File: src/rtl/core/sbcd_pkg.sv
// shared types, constants and register codes of the packed bcd converter
// no dependencies
`timescale 1ns / 1ps

package sbcd_pkg;

    localparam int MAX_BYTES_DEF = 8;
    localparam int VALUE_W       = 33;
    localparam int SCALE_W       = 32;
    localparam int MAG_W         = 48;
    localparam int FRAC_W        = 16;
    localparam int NUM_BYTES_W   = 4;
    localparam int CFG_IDX_W     = 2;
    localparam int CFG_DATA_W    = 32;
    localparam int QUEUE_DEPTH   = 2;
    localparam int BITS_PER_STEP = 4;

    localparam logic [CFG_IDX_W-1:0] CFG_SCALE      = 2'd0;
    localparam logic [CFG_IDX_W-1:0] CFG_NUM_BYTES  = 2'd1;
    localparam logic [CFG_IDX_W-1:0] CFG_BYTE_ORDER = 2'd2;

    localparam logic [SCALE_W-1:0]     SCALE_RST      = 32'h0001_0000;
    localparam logic [NUM_BYTES_W-1:0] NUM_BYTES_RST  = 4'd4;
    localparam logic                   BYTE_ORDER_RST = 1'b0;

    localparam logic [7:0] SIGN_MASK = 8'h80;

    typedef struct packed {
        logic [MAG_W-1:0]       mag;
        logic                   neg;
        logic [NUM_BYTES_W-1:0] len;
        logic                   order;
    } t_job;

endpackage

File: src/rtl/core/sbcd_intf.sv
// channel interfaces of the packed bcd converter: input value and output byte
// depends on sbcd_pkg
`timescale 1ns / 1ps

interface sbcd_in_if;
    import sbcd_pkg::*;

    logic               valid;
    logic               ready;
    logic [VALUE_W-1:0] value;

    modport source (output valid, output value, input ready);
    modport sink (input valid, input value, output ready);
endinterface

interface sbcd_out_if;
    logic       valid;
    logic       ready;
    logic [7:0] bcd_byte;
    logic       last;

    modport source (output valid, output bcd_byte, output last, input ready);
    modport sink (input valid, input bcd_byte, input last, output ready);
endinterface

File: src/rtl/core/sbcd_front.sv
// front end: takes one value, clamps the byte count, scales by the q16.16 factor
// depends on sbcd_pkg
`timescale 1ns / 1ps

module sbcd_front #(
    parameter int MAX_BYTES = sbcd_pkg::MAX_BYTES_DEF
) (
    input  logic                             i_clk,
    input  logic                             i_rst_n,
    input  logic                             i_valid,
    output logic                             o_ready,
    input  logic [sbcd_pkg::VALUE_W-1:0]     i_value,
    input  logic [sbcd_pkg::SCALE_W-1:0]     i_scale,
    input  logic [sbcd_pkg::NUM_BYTES_W-1:0] i_num_bytes,
    input  logic                             i_byte_order,
    output logic                             o_push,
    input  logic                             i_push_ready,
    output sbcd_pkg::t_job                   o_job
);
    import sbcd_pkg::*;

    logic                   r_valid;
    logic [VALUE_W-1:0]     r_mag;
    logic                   r_neg;
    logic [SCALE_W-1:0]     r_scale;
    logic [NUM_BYTES_W-1:0] r_len;
    logic                   r_order;

    logic                   accept;
    logic [VALUE_W-1:0]     n_mag;
    logic [NUM_BYTES_W-1:0] n_len;
    logic [63:0]            prod;
    logic [MAG_W-1:0]       mag_scaled;

    assign o_push  = r_valid && i_push_ready;
    assign o_ready = !r_valid || i_push_ready;
    assign accept  = i_valid && o_ready;

    assign n_mag = i_value[VALUE_W-1] ? (~i_value + VALUE_W'(1)) : i_value;

    always_comb begin
        priority if (i_num_bytes == '0) begin
            n_len = NUM_BYTES_W'(1);
        end else if (i_num_bytes > NUM_BYTES_W'(MAX_BYTES)) begin
            n_len = NUM_BYTES_W'(MAX_BYTES);
        end else begin
            n_len = i_num_bytes;
        end
    end

    // magnitude is at most 2^32, the top bit alone means exactly 2^32
    assign prod = r_mag[VALUE_W-1] ? {r_scale, 32'b0} : (r_mag[31:0] * r_scale);
    assign mag_scaled = prod[MAG_W+FRAC_W-1:FRAC_W];

    assign o_job.mag   = mag_scaled;
    assign o_job.neg   = r_neg && (mag_scaled != '0);
    assign o_job.len   = r_len;
    assign o_job.order = r_order;

    always_ff @(posedge i_clk) begin
        if (!i_rst_n) begin
            r_valid <= 1'b0;
        end else if (accept) begin
            r_valid <= 1'b1;
        end else if (o_push) begin
            r_valid <= 1'b0;
        end
    end

    always_ff @(posedge i_clk) begin
        if (accept) begin
            r_mag   <= n_mag;
            r_neg   <= i_value[VALUE_W-1];
            r_scale <= i_scale;
            r_len   <= n_len;
            r_order <= i_byte_order;
        end
    end

endmodule

File: src/rtl/core/sbcd_queue.sv
// short job queue between the front end and the digit converter
// depends on sbcd_pkg
`timescale 1ns / 1ps

module sbcd_queue #(
    parameter int DEPTH = sbcd_pkg::QUEUE_DEPTH
) (
    input  logic           i_clk,
    input  logic           i_rst_n,
    input  logic           i_push,
    output logic           o_push_ready,
    input  sbcd_pkg::t_job i_job,
    output logic           o_pop_valid,
    input  logic           i_pop,
    output sbcd_pkg::t_job o_job
);
    import sbcd_pkg::*;

    localparam int PTR_W = (DEPTH > 1) ? $clog2(DEPTH) : 1;
    localparam int CNT_W = $clog2(DEPTH + 1);

    t_job             r_mem [DEPTH];
    logic [PTR_W-1:0] r_wr_ptr;
    logic [PTR_W-1:0] r_rd_ptr;
    logic [CNT_W-1:0] r_count;

    logic do_push;
    logic do_pop;

    assign o_push_ready = (r_count != CNT_W'(DEPTH));
    assign o_pop_valid  = (r_count != '0);
    assign do_push      = i_push && o_push_ready;
    assign do_pop       = i_pop && o_pop_valid;
    assign o_job        = r_mem[r_rd_ptr];

    always_ff @(posedge i_clk) begin
        if (!i_rst_n) begin
            r_wr_ptr <= '0;
            r_rd_ptr <= '0;
            r_count  <= '0;
        end else begin
            if (do_push) begin
                r_wr_ptr <= (r_wr_ptr == PTR_W'(DEPTH - 1)) ? '0 : r_wr_ptr + PTR_W'(1);
            end
            if (do_pop) begin
                r_rd_ptr <= (r_rd_ptr == PTR_W'(DEPTH - 1)) ? '0 : r_rd_ptr + PTR_W'(1);
            end
            unique case ({do_push, do_pop})
                2'b10:   r_count <= r_count + CNT_W'(1);
                2'b01:   r_count <= r_count - CNT_W'(1);
                default: r_count <= r_count;
            endcase
        end
    end

    always_ff @(posedge i_clk) begin
        if (do_push) begin
            r_mem[r_wr_ptr] <= i_job;
        end
    end

endmodule

File: src/rtl/core/sbcd_back.sv
// back end: shift-add-3 conversion, four bits a cycle, then byte output register
// depends on sbcd_pkg
`timescale 1ns / 1ps

module sbcd_back #(
    parameter int MAX_BYTES = sbcd_pkg::MAX_BYTES_DEF
) (
    input  logic           i_clk,
    input  logic           i_rst_n,
    input  logic           i_job_valid,
    output logic           o_job_pop,
    input  sbcd_pkg::t_job i_job,
    output logic           o_valid,
    input  logic           i_ready,
    output logic [7:0]     o_bcd_byte,
    output logic           o_last
);
    import sbcd_pkg::*;

    localparam int DIGITS     = 2 * MAX_BYTES;
    localparam int BCD_W      = 4 * DIGITS;
    localparam int IDX_W      = (MAX_BYTES > 1) ? $clog2(MAX_BYTES) : 1;
    localparam int CONV_STEPS = MAG_W / BITS_PER_STEP;
    localparam int STEP_W     = $clog2(CONV_STEPS);

    typedef enum logic [1:0] {
        S_IDLE,
        S_CONV,
        S_EMIT
    } t_state;

    t_state                 r_state,   n_state;
    logic [MAG_W-1:0]       r_bin,     n_bin;
    logic [BCD_W-1:0]       r_bcd,     n_bcd;
    logic                   r_neg,     n_neg;
    logic [NUM_BYTES_W-1:0] r_len,     n_len;
    logic                   r_order,   n_order;
    logic [STEP_W-1:0]      r_step,    n_step;
    logic [NUM_BYTES_W-1:0] r_k,       n_k;
    logic                   r_valid,   n_valid;
    logic [7:0]             r_byte,    n_byte;
    logic                   r_last,    n_last;

    function automatic logic [BCD_W-1:0] add3(input logic [BCD_W-1:0] b);
        logic [BCD_W-1:0] v;
        v = b;
        for (int d = 0; d < DIGITS; d++) begin
            if (v[4*d +: 4] >= 4'd5) begin
                v[4*d +: 4] = v[4*d +: 4] + 4'd3;
            end
        end
        return v;
    endfunction

    assign o_job_pop  = (r_state == S_IDLE) && i_job_valid;
    assign o_valid    = r_valid;
    assign o_bcd_byte = r_byte;
    assign o_last     = r_last;

    always_comb begin
        logic [BCD_W-1:0]       v_bcd;
        logic [MAG_W-1:0]       v_bin;
        logic [NUM_BYTES_W-1:0] src;
        logic [7:0]             pick;

        n_state = r_state;
        n_bin   = r_bin;
        n_bcd   = r_bcd;
        n_neg   = r_neg;
        n_len   = r_len;
        n_order = r_order;
        n_step  = r_step;
        n_k     = r_k;
        n_valid = r_valid;
        n_byte  = r_byte;
        n_last  = r_last;

        v_bcd = r_bcd;
        v_bin = r_bin;
        src   = r_order ? r_k : (r_len - NUM_BYTES_W'(1) - r_k);
        pick  = r_bcd[8*src[IDX_W-1:0] +: 8];
        if (r_neg && (src == r_len - NUM_BYTES_W'(1))) begin
            pick = pick | SIGN_MASK;
        end

        if (r_valid && i_ready) begin
            n_valid = 1'b0;
        end

        unique case (r_state)
            S_IDLE: begin
                if (i_job_valid) begin
                    n_bin   = i_job.mag;
                    n_bcd   = '0;
                    n_neg   = i_job.neg;
                    n_len   = i_job.len;
                    n_order = i_job.order;
                    n_step  = '0;
                    n_state = S_CONV;
                end
            end
            S_CONV: begin
                for (int s = 0; s < BITS_PER_STEP; s++) begin
                    v_bcd = add3(v_bcd);
                    v_bcd = {v_bcd[BCD_W-2:0], v_bin[MAG_W-1]};
                    v_bin = {v_bin[MAG_W-2:0], 1'b0};
                end
                n_bcd  = v_bcd;
                n_bin  = v_bin;
                n_step = r_step + STEP_W'(1);
                if (r_step == STEP_W'(CONV_STEPS - 1)) begin
                    n_k     = '0;
                    n_state = S_EMIT;
                end
            end
            S_EMIT: begin
                if (!r_valid || i_ready) begin
                    n_valid = 1'b1;
                    n_byte  = pick;
                    n_last  = (r_k == r_len - NUM_BYTES_W'(1));
                    n_k     = r_k + NUM_BYTES_W'(1);
                    if (r_k == r_len - NUM_BYTES_W'(1)) begin
                        n_state = S_IDLE;
                    end
                end
            end
            default: n_state = S_IDLE;
        endcase
    end

    always_ff @(posedge i_clk) begin
        if (!i_rst_n) begin
            r_state <= S_IDLE;
            r_valid <= 1'b0;
            r_step  <= '0;
            r_k     <= '0;
        end else begin
            r_state <= n_state;
            r_valid <= n_valid;
            r_step  <= n_step;
            r_k     <= n_k;
        end
        r_bin   <= n_bin;
        r_bcd   <= n_bcd;
        r_neg   <= n_neg;
        r_len   <= n_len;
        r_order <= n_order;
        r_byte  <= n_byte;
        r_last  <= n_last;
    end

endmodule

File: src/rtl/core/signed_binary_to_packed_bcd.sv
// signed binary to packed bcd converter with q16.16 scaling
// each item passes the 12-step shift-add-3 converter before its bytes go out
// output bytes go one per cycle while the output is ready; a 2-entry job queue lets the front take items meanwhile
// synchronous active-low reset clears control state and loads register defaults
`timescale 1ns / 1ps

module signed_binary_to_packed_bcd #(
    parameter int MAX_BYTES = sbcd_pkg::MAX_BYTES_DEF
) (
    input  logic                            i_clk,
    input  logic                            i_rst_n,
    sbcd_in_if.sink                         i_value_ch,
    sbcd_out_if.source                      o_bcd_ch,
    input  logic                            i_cfg_we,
    input  logic [sbcd_pkg::CFG_IDX_W-1:0]  i_cfg_idx,
    input  logic [sbcd_pkg::CFG_DATA_W-1:0] i_cfg_data
);
    import sbcd_pkg::*;

    logic [SCALE_W-1:0]     r_scale;
    logic [NUM_BYTES_W-1:0] r_num_bytes;
    logic                   r_byte_order;

    logic front_push;
    logic queue_ready;
    t_job front_job;
    logic queue_valid;
    logic back_pop;
    t_job queue_job;

    always_ff @(posedge i_clk) begin
        if (!i_rst_n) begin
            r_scale      <= SCALE_RST;
            r_num_bytes  <= NUM_BYTES_RST;
            r_byte_order <= BYTE_ORDER_RST;
        end else if (i_cfg_we) begin
            unique case (i_cfg_idx)
                CFG_SCALE:      r_scale      <= i_cfg_data[SCALE_W-1:0];
                CFG_NUM_BYTES:  r_num_bytes  <= i_cfg_data[NUM_BYTES_W-1:0];
                CFG_BYTE_ORDER: r_byte_order <= i_cfg_data[0];
                default: ;
            endcase
        end
    end

    sbcd_front #(
        .MAX_BYTES (MAX_BYTES)
    ) u_front (
        .i_clk        (i_clk),
        .i_rst_n      (i_rst_n),
        .i_valid      (i_value_ch.valid),
        .o_ready      (i_value_ch.ready),
        .i_value      (i_value_ch.value),
        .i_scale      (r_scale),
        .i_num_bytes  (r_num_bytes),
        .i_byte_order (r_byte_order),
        .o_push       (front_push),
        .i_push_ready (queue_ready),
        .o_job        (front_job)
    );

    sbcd_queue #(
        .DEPTH (QUEUE_DEPTH)
    ) u_queue (
        .i_clk        (i_clk),
        .i_rst_n      (i_rst_n),
        .i_push       (front_push),
        .o_push_ready (queue_ready),
        .i_job        (front_job),
        .o_pop_valid  (queue_valid),
        .i_pop        (back_pop),
        .o_job        (queue_job)
    );

    sbcd_back #(
        .MAX_BYTES (MAX_BYTES)
    ) u_back (
        .i_clk       (i_clk),
        .i_rst_n     (i_rst_n),
        .i_job_valid (queue_valid),
        .o_job_pop   (back_pop),
        .i_job       (queue_job),
        .o_valid     (o_bcd_ch.valid),
        .i_ready     (o_bcd_ch.ready),
        .o_bcd_byte  (o_bcd_ch.bcd_byte),
        .o_last      (o_bcd_ch.last)
    );

endmodule

File: src/flat_wrapper.sv
// flat-port wrapper written by rule: the top's interface ports become plain ports
module signed_binary_to_packed_bcd_flat import sbcd_pkg::*;
#(
    parameter int MAX_BYTES = sbcd_pkg::MAX_BYTES_DEF
)
  (i_clk, i_rst_n, i_cfg_we, i_cfg_idx, i_cfg_data, i_value_ch_valid, i_value_ch_value, i_value_ch_ready, o_bcd_ch_valid, o_bcd_ch_bcd_byte, o_bcd_ch_last, o_bcd_ch_ready);
  sbcd_in_if i_value_ch_i ();
  sbcd_out_if o_bcd_ch_i ();
  input  logic i_clk;
  input  logic i_rst_n;
  input  logic i_cfg_we;
  input  logic [sbcd_pkg::CFG_IDX_W-1:0] i_cfg_idx;
  input  logic [sbcd_pkg::CFG_DATA_W-1:0] i_cfg_data;
  input wire logic [$bits(i_value_ch_i.valid)-1:0] i_value_ch_valid;
  input wire logic [$bits(i_value_ch_i.value)-1:0] i_value_ch_value;
  output wire logic [$bits(i_value_ch_i.ready)-1:0] i_value_ch_ready;
  output wire logic [$bits(o_bcd_ch_i.valid)-1:0] o_bcd_ch_valid;
  output wire logic [$bits(o_bcd_ch_i.bcd_byte)-1:0] o_bcd_ch_bcd_byte;
  output wire logic [$bits(o_bcd_ch_i.last)-1:0] o_bcd_ch_last;
  input wire logic [$bits(o_bcd_ch_i.ready)-1:0] o_bcd_ch_ready;
  assign i_value_ch_i.valid = i_value_ch_valid;
  assign i_value_ch_i.value = i_value_ch_value;
  assign i_value_ch_ready = i_value_ch_i.ready;
  assign o_bcd_ch_valid = o_bcd_ch_i.valid;
  assign o_bcd_ch_bcd_byte = o_bcd_ch_i.bcd_byte;
  assign o_bcd_ch_last = o_bcd_ch_i.last;
  assign o_bcd_ch_i.ready = o_bcd_ch_ready;
  signed_binary_to_packed_bcd #(.MAX_BYTES(MAX_BYTES)) u_core (.i_clk(i_clk), .i_rst_n(i_rst_n), .i_value_ch(i_value_ch_i), .o_bcd_ch(o_bcd_ch_i), .i_cfg_we(i_cfg_we), .i_cfg_idx(i_cfg_idx), .i_cfg_data(i_cfg_data));
endmodule
File: config.mk
export PLATFORM = sky130hd
export DESIGN_NAME = signed_binary_to_packed_bcd_flat
export DESIGN_NICKNAME = d
export VERILOG_FILES = /design/src/rtl/core/sbcd_pkg.sv /design/src/rtl/core/sbcd_intf.sv /design/src/rtl/core/sbcd_front.sv /design/src/rtl/core/sbcd_queue.sv /design/src/rtl/core/sbcd_back.sv /design/src/rtl/core/signed_binary_to_packed_bcd.sv /design/src/flat_wrapper.sv
export SDC_FILE = /design/constraint.sdc
export NUM_CORES = 2
export LEC_CHECK = 0
export BUFFER_PORTS_ARGS = -buffer_cell sky130_fd_sc_hd__buf_2
export CAP_MARGIN = 15
export CORE_MARGIN = 1.5
export CORE_UTILIZATION = 38
export CTS_BUF_LIST = sky130_fd_sc_hd__clkbuf_16
export DETAILED_ROUTE_END_ITERATION = 10
export GPL_TIMING_DRIVEN = 0
export PLACE_DENSITY_LB_ADDON = 0.3
export SLEW_MARGIN = 10
export SYNTH_ARGS = -nofsm -noshare
export SYNTH_HDL_FRONTEND = slang
export SYNTH_SLANG_ARGS = --single-unit
export TNS_END_PERCENT = 100
File: constraint.sdc
create_clock -name i_clk -period 11.8 [get_ports i_clk]
set_input_delay 1.18 -clock i_clk [delete_from_list [all_inputs] [get_ports i_clk]]
set_output_delay 1.18 -clock i_clk [all_outputs]
set_load 0.005 [all_outputs]
## After elaboration in Yosys (flattened, before gate mapping)

Memories as Yosys holds them, arrays and structs flattened. A register that Yosys moved wholly into a read port is not among the register bits.
Cells that the tools add are included.

- Flip-flop bits (word level): 251
- RAM bits: 108
- Input port bits: 72
- Output and inout port bits: 11
- Logic and storage cells: 354
- Memories kept: 1

Memories:

| memory | depth | bits a word | rd ports | clocked after Yosys merged registers in | write ports | RTL line | source |
|---|---|---|---|---|---|---|---|
| u_core.u_queue.r_mem | 2 | 54 | 1 | 1 | 1 | sbcd_queue.sv:22 | `t_job r_mem [DEPTH];` |

- Add/subtract/negate cells: 73
- $mul: 1
- Magnitude comparators: 65
- Equal/unequal tests: 14
- Shift-type cells: 1
- Multiplexer cells: 142
- Bitwise gates (word level): 1
- Reductions and logical operators: 30

Operators with widths:

| cell | number |
|---|---|
| two-way mux 4 bit | 110 |
| greater-or-equal comparator 4 x 3 -> 1 bit, second input constant | 64 |
| adder 4 x 2 -> 4 bit, second input constant | 60 |
| two-way mux 64 bit | 2 |
| one-hot mux 64 bit (2 select lines) | 1 |
| one-hot mux 48 bit (2 select lines) | 1 |
| multiplier 32 x 32 -> 64 bit | 1 |
| indexed part select 64 x 7 -> 8 bit | 1 |
| two-way mux 48 bit | 1 |
| nonzero test 48 bit | 1 |
| adder 33 x 1 -> 33 bit, second input constant | 1 |
| NOT 33 bit | 1 |
| two-way mux 32 bit | 1 |
| two-way mux 3 bit | 7 |
| one-hot mux 4 bit (2 select lines) | 2 |
| adder 3 x 2 -> 3 bit, second input constant | 4 |
| AND reduction 2 bit | 6 |
| two-way mux 1 bit | 11 |
| != test 2 bit, second input constant | 5 |
| nonzero test 2 bit | 5 |
| adder 4 x 1 -> 4 bit, second input constant | 2 |
| equality test 4 bit | 2 |
| logical AND 1 bit | 8 |
| two-way mux 2 bit | 4 |
| other kinds (18) | 26 |

## Longest topological paths before layout

- Depth in word-level cells: 12
- Depth in mapped cells: 32
- Mapped depth without buffers: 30

## By module

From an unflattened synthesis, not the netlist that was laid out.

- Cells, all modules: 6200
- Area, all modules: 57034.7 µm²

Modules (own cells, without submodules):

| module | times used | cells an instance | area each (µm²) |
|---|---|---|---|
| sbcd_front | 1 | 4111 | 37427.1 |
| sbcd_back | 1 | 1738 | 13968.4 |
| sbcd_queue | 1 | 192 | 4116.4 |
| signed_binary_to_packed_bcd | 1 | 159 | 1522.7 |

## Least setup slack after synthesis

No wires, ideal clock.

- Path type: register -> register
- From: register u_core.u_front.r_mag[11]
- To: memory u_core.u_queue.r_mem[0][5] in the netlist's numbering, data pin
- Library setup time: 258 ps
- Arrival: 8143 ps
- Setup slack: 3399 ps
- Stages on the path, launching flop included: 31
- Path buffers: 2
- Clock period less this slack: 8401 ps
- Path through: edfxtp_1 clkbuf_1 and2_1 fa_1 fa_1 fa_1 inv_1 fa_1 inv_1 fa_1 inv_1 fa_1 inv_1 fa_1 inv_1 fa_1 inv_1 ha_1 clkbuf_1 nand2_1 o21a_1 o21ai_1 a211oi_2 or3_1 a21oi_1 or3_1 or4_1 or4_1 nor4_1 nand4_1 o21a_1

RTL lines:

| what | RTL line | source |
|---|---|---|
| from (decl) | sbcd_front.sv:23 | `logic [VALUE_W-1:0] r_mag;` |
| from (signal assigned) | sbcd_front.sv:72 | `r_mag <= n_mag;` |
| to (decl) | sbcd_queue.sv:22 |  |

==> impl_results.md <==
- Period utilization: 0.964
- Antenna viol nets, final: 0
- Register bit total from synthesis: 360
- Commonest non-fill, non-tap cell in the layout: inv_1
- WL final: 186000 um
- Synth unique cells: 67
- WP data arrival: 11760 ps
- Fin. Hold Viols: 0
- Clk pin slew, worst setup/hold paths: 60 ps
- Die Span Y: 380 um
- Wire per inst: 24.1 um
- Crit Path Class: reg -> reg
- Post-Syn Area per Cell: 9.55 um^2
- Number of nets in the layout: 7149
- Drt first pass iters: 6
- Crit-path max FO: 10
- Most frequent cells in the layout: 1040 x inv_1, 896 x fa_1, 694 x nand2_1, 626 x and2_1, 396 x ha_1
- GRT Total Usage: 0.258
- DRC viols: 0
- Most used cell, CP: fa_1
- Antenna violations before repair: 20
- Slew HR: 0.146
- Syn Nets: 7014
- # Post-CTS Setup Buffers: 0
- # IOs: 83
- Port bufs: 82
- Register area share after synthesis: 0.190
- Gpl congestion: 1.00
- Global route overflow: 0
- Number of synthesized flops with an enable pin: 306
- Worst-Margin Slew: 1280 ps
- FFs w/ async S/R, synth: 0
- Die Wd: 380 um
- Max-cap viol count: 0
- DRT iter0 DRCs: 3227
- Vias in the first global route: 42294
- Synth-to-layout area growth: 8.26%
- Layout cells sized above 1: 0.0418
- Cell taking the most area after synthesis: fa_1
- Critical path launch point type: flip-flop
- Crit path largest cell delay: 1040 ps
- RSZ-0062 raised after global routing: false
- YS warnings: 0
- Starting Density: 0.382
- First-pass GRT wire length: 274000 um
- Post-DR vias/cell: 5.26
- Detailed Place HPWL: 151000 um
- Row cnt: 138
- Final Setup Violations: 0
- CORE AREA: 141000 um^2
- Fin Clk Skew: 56.9 ps
- Hold WC Path Type: reg -> reg
- Worst path slowest cell: edfxtp_1
- Fin. max-slew vios: 0
- TNS Setup: 0 ps
- Total CTS buffers: 42
- Root Buffer: clkbuf_16
- CP Capture Type: flip-flop
- CTS tree: built
- Sink Count: 360
- PostCTS Resize Cnt: 0
- CTS hold repair buffers: 0
- Outcome: finished clean
- Via count: 40571
- Skew-Pair Late Insertion Delay: 660 ps
- Final Critical Period: 11380 ps
- Share of the synthesized area in the top cell type: 0.332
- Clock tree buffer depth: 3
- Fmax achieved: 87.9 MHz
- Critical Path RT: 12180 ps
- Pin count of the biggest net entering global routing: 55
- Die ar.: 144000 um^2
- Synth Flop Type: edfxtp_1
- Area contributors post-synth: fa_1 33%, edfxtp_1 17%, ha_1 9.2%, and2_1 7.3%, inv_1 7.2%
- Synthesized area: 54000 um^2
- Mapped Cells: 5650
- H-tree levels: 2
==> cell usage after synthesis (all sizes together) (55+ instances only) <==
| library cell | instances |
|---|---|
| ha | 396 |
| o21ai | 192 |
| nand2 | 694 |
| clkbuf | 267 |
| inv | 1036 |
| nor2b | 55 |
| and2 | 627 |
| xnor2 | 122 |
| a21oi | 170 |
| mux2i | 141 |
| edfxtp | 306 |
| fa | 896 |
| nor2 | 167 |
==> routing by layer <==
layer  global-route usage  share of wire  vias up
li1                     -              -    17828
met1                0.334           0.40    20510
met2                0.411           0.45     1815
met3               0.0590          0.095      414
met4                0.120          0.055        4
met5                    0       0.000097        -
==> final timing paths <==
check | start | to | slack, ps | depth (start not counted)
setup / recovery | u_core.u_front.r_scale[10] | u_core.u_queue.r_mem[0][5] | 420 | 27
hold / removal | u_core.r_scale[6] | u_core.u_front.r_scale[6] | 430 | 0
setup reg to reg | u_core.u_front.r_scale[10] | u_core.u_queue.r_mem[0][5] | 420 | 27
hold reg to reg | u_core.r_scale[6] | u_core.u_front.r_scale[6] | 430 | 0
==> cells by family after synthesis <==
kind of cell / after synthesis / synth area share
AOI/OAI and AO/OA: 570 / 0.0637
buffers and inverters: 1307 / 0.0909
muxes: 190 / 0.0397
DFF: 360 / 0.190
and+or+nand+nor: 1780 / 0.167
xor gates and xnor gates: 151 / 0.0245
adders and majority gates: 1292 / 0.424
==> state kept, by name (all words and copies together) (netlist names), 4 cells and up, named ones only <==
| signal | count |
|---|---|
| u_core.r_num_bytes | 4 |
| u_core.r_scale | 32 |
| u_core.u_back.o_bcd_byte | 8 |
| u_core.u_back.r_bcd | 64 |
| u_core.u_back.r_bin | 48 |
| u_core.u_back.r_k | 4 |
| u_core.u_back.r_len | 4 |
| u_core.u_back.r_step | 4 |
| u_core.u_front.r_len | 4 |
| u_core.u_front.r_mag | 33 |
| u_core.u_front.r_scale | 32 |
| u_core.u_queue.r_mem | 108 |
==> critical path, delay by kind of cell, from the launching register on <==
family / cells / cell delay [ps]
fa+ha+maj: 9 / 4330
xor+xnor: 1 / 180
compound gates: 5 / 2100
flops: 1 / 1040
simple gates: 6 / 2170
buf+inv: 6 / 1310
==> area by class of cell <==
cell class / count / area [um^2]
clock buffer: 43 / 1080
inverter: 1037 / 3890
antenna: 6 / 15.0
multi-input combinational: 3983 / 38800
buffer: 270 / 1010
tap: 1890 / 2360
fill: 14043 / 82800
clock inverter: 33 / 372
sequential: 360 / 10300
timing repair buffer: 91 / 603
==> stage by stage <==
step | instances | setup slack (ps) | util | hold slack, ps | cell area [um^2]
floorplan | 5650 | 3400 | - | 408 | 54000
global placement | 7622 | 423 | 0.402 | 413 | 56700
detailed placement | 7630 | 636 | 0.403 | 416 | 56900
CTS | 7706 | 663 | 0.413 | 431 | 58400
global route | 7707 | 90.6 | 0.413 | 435 | 58400
finish | 7713 | 419 | 0.414 | 425 | 58400
Power is not shown: default switching activity piles up to over one toggle a cycle in this logic, so the estimate is an artifact.
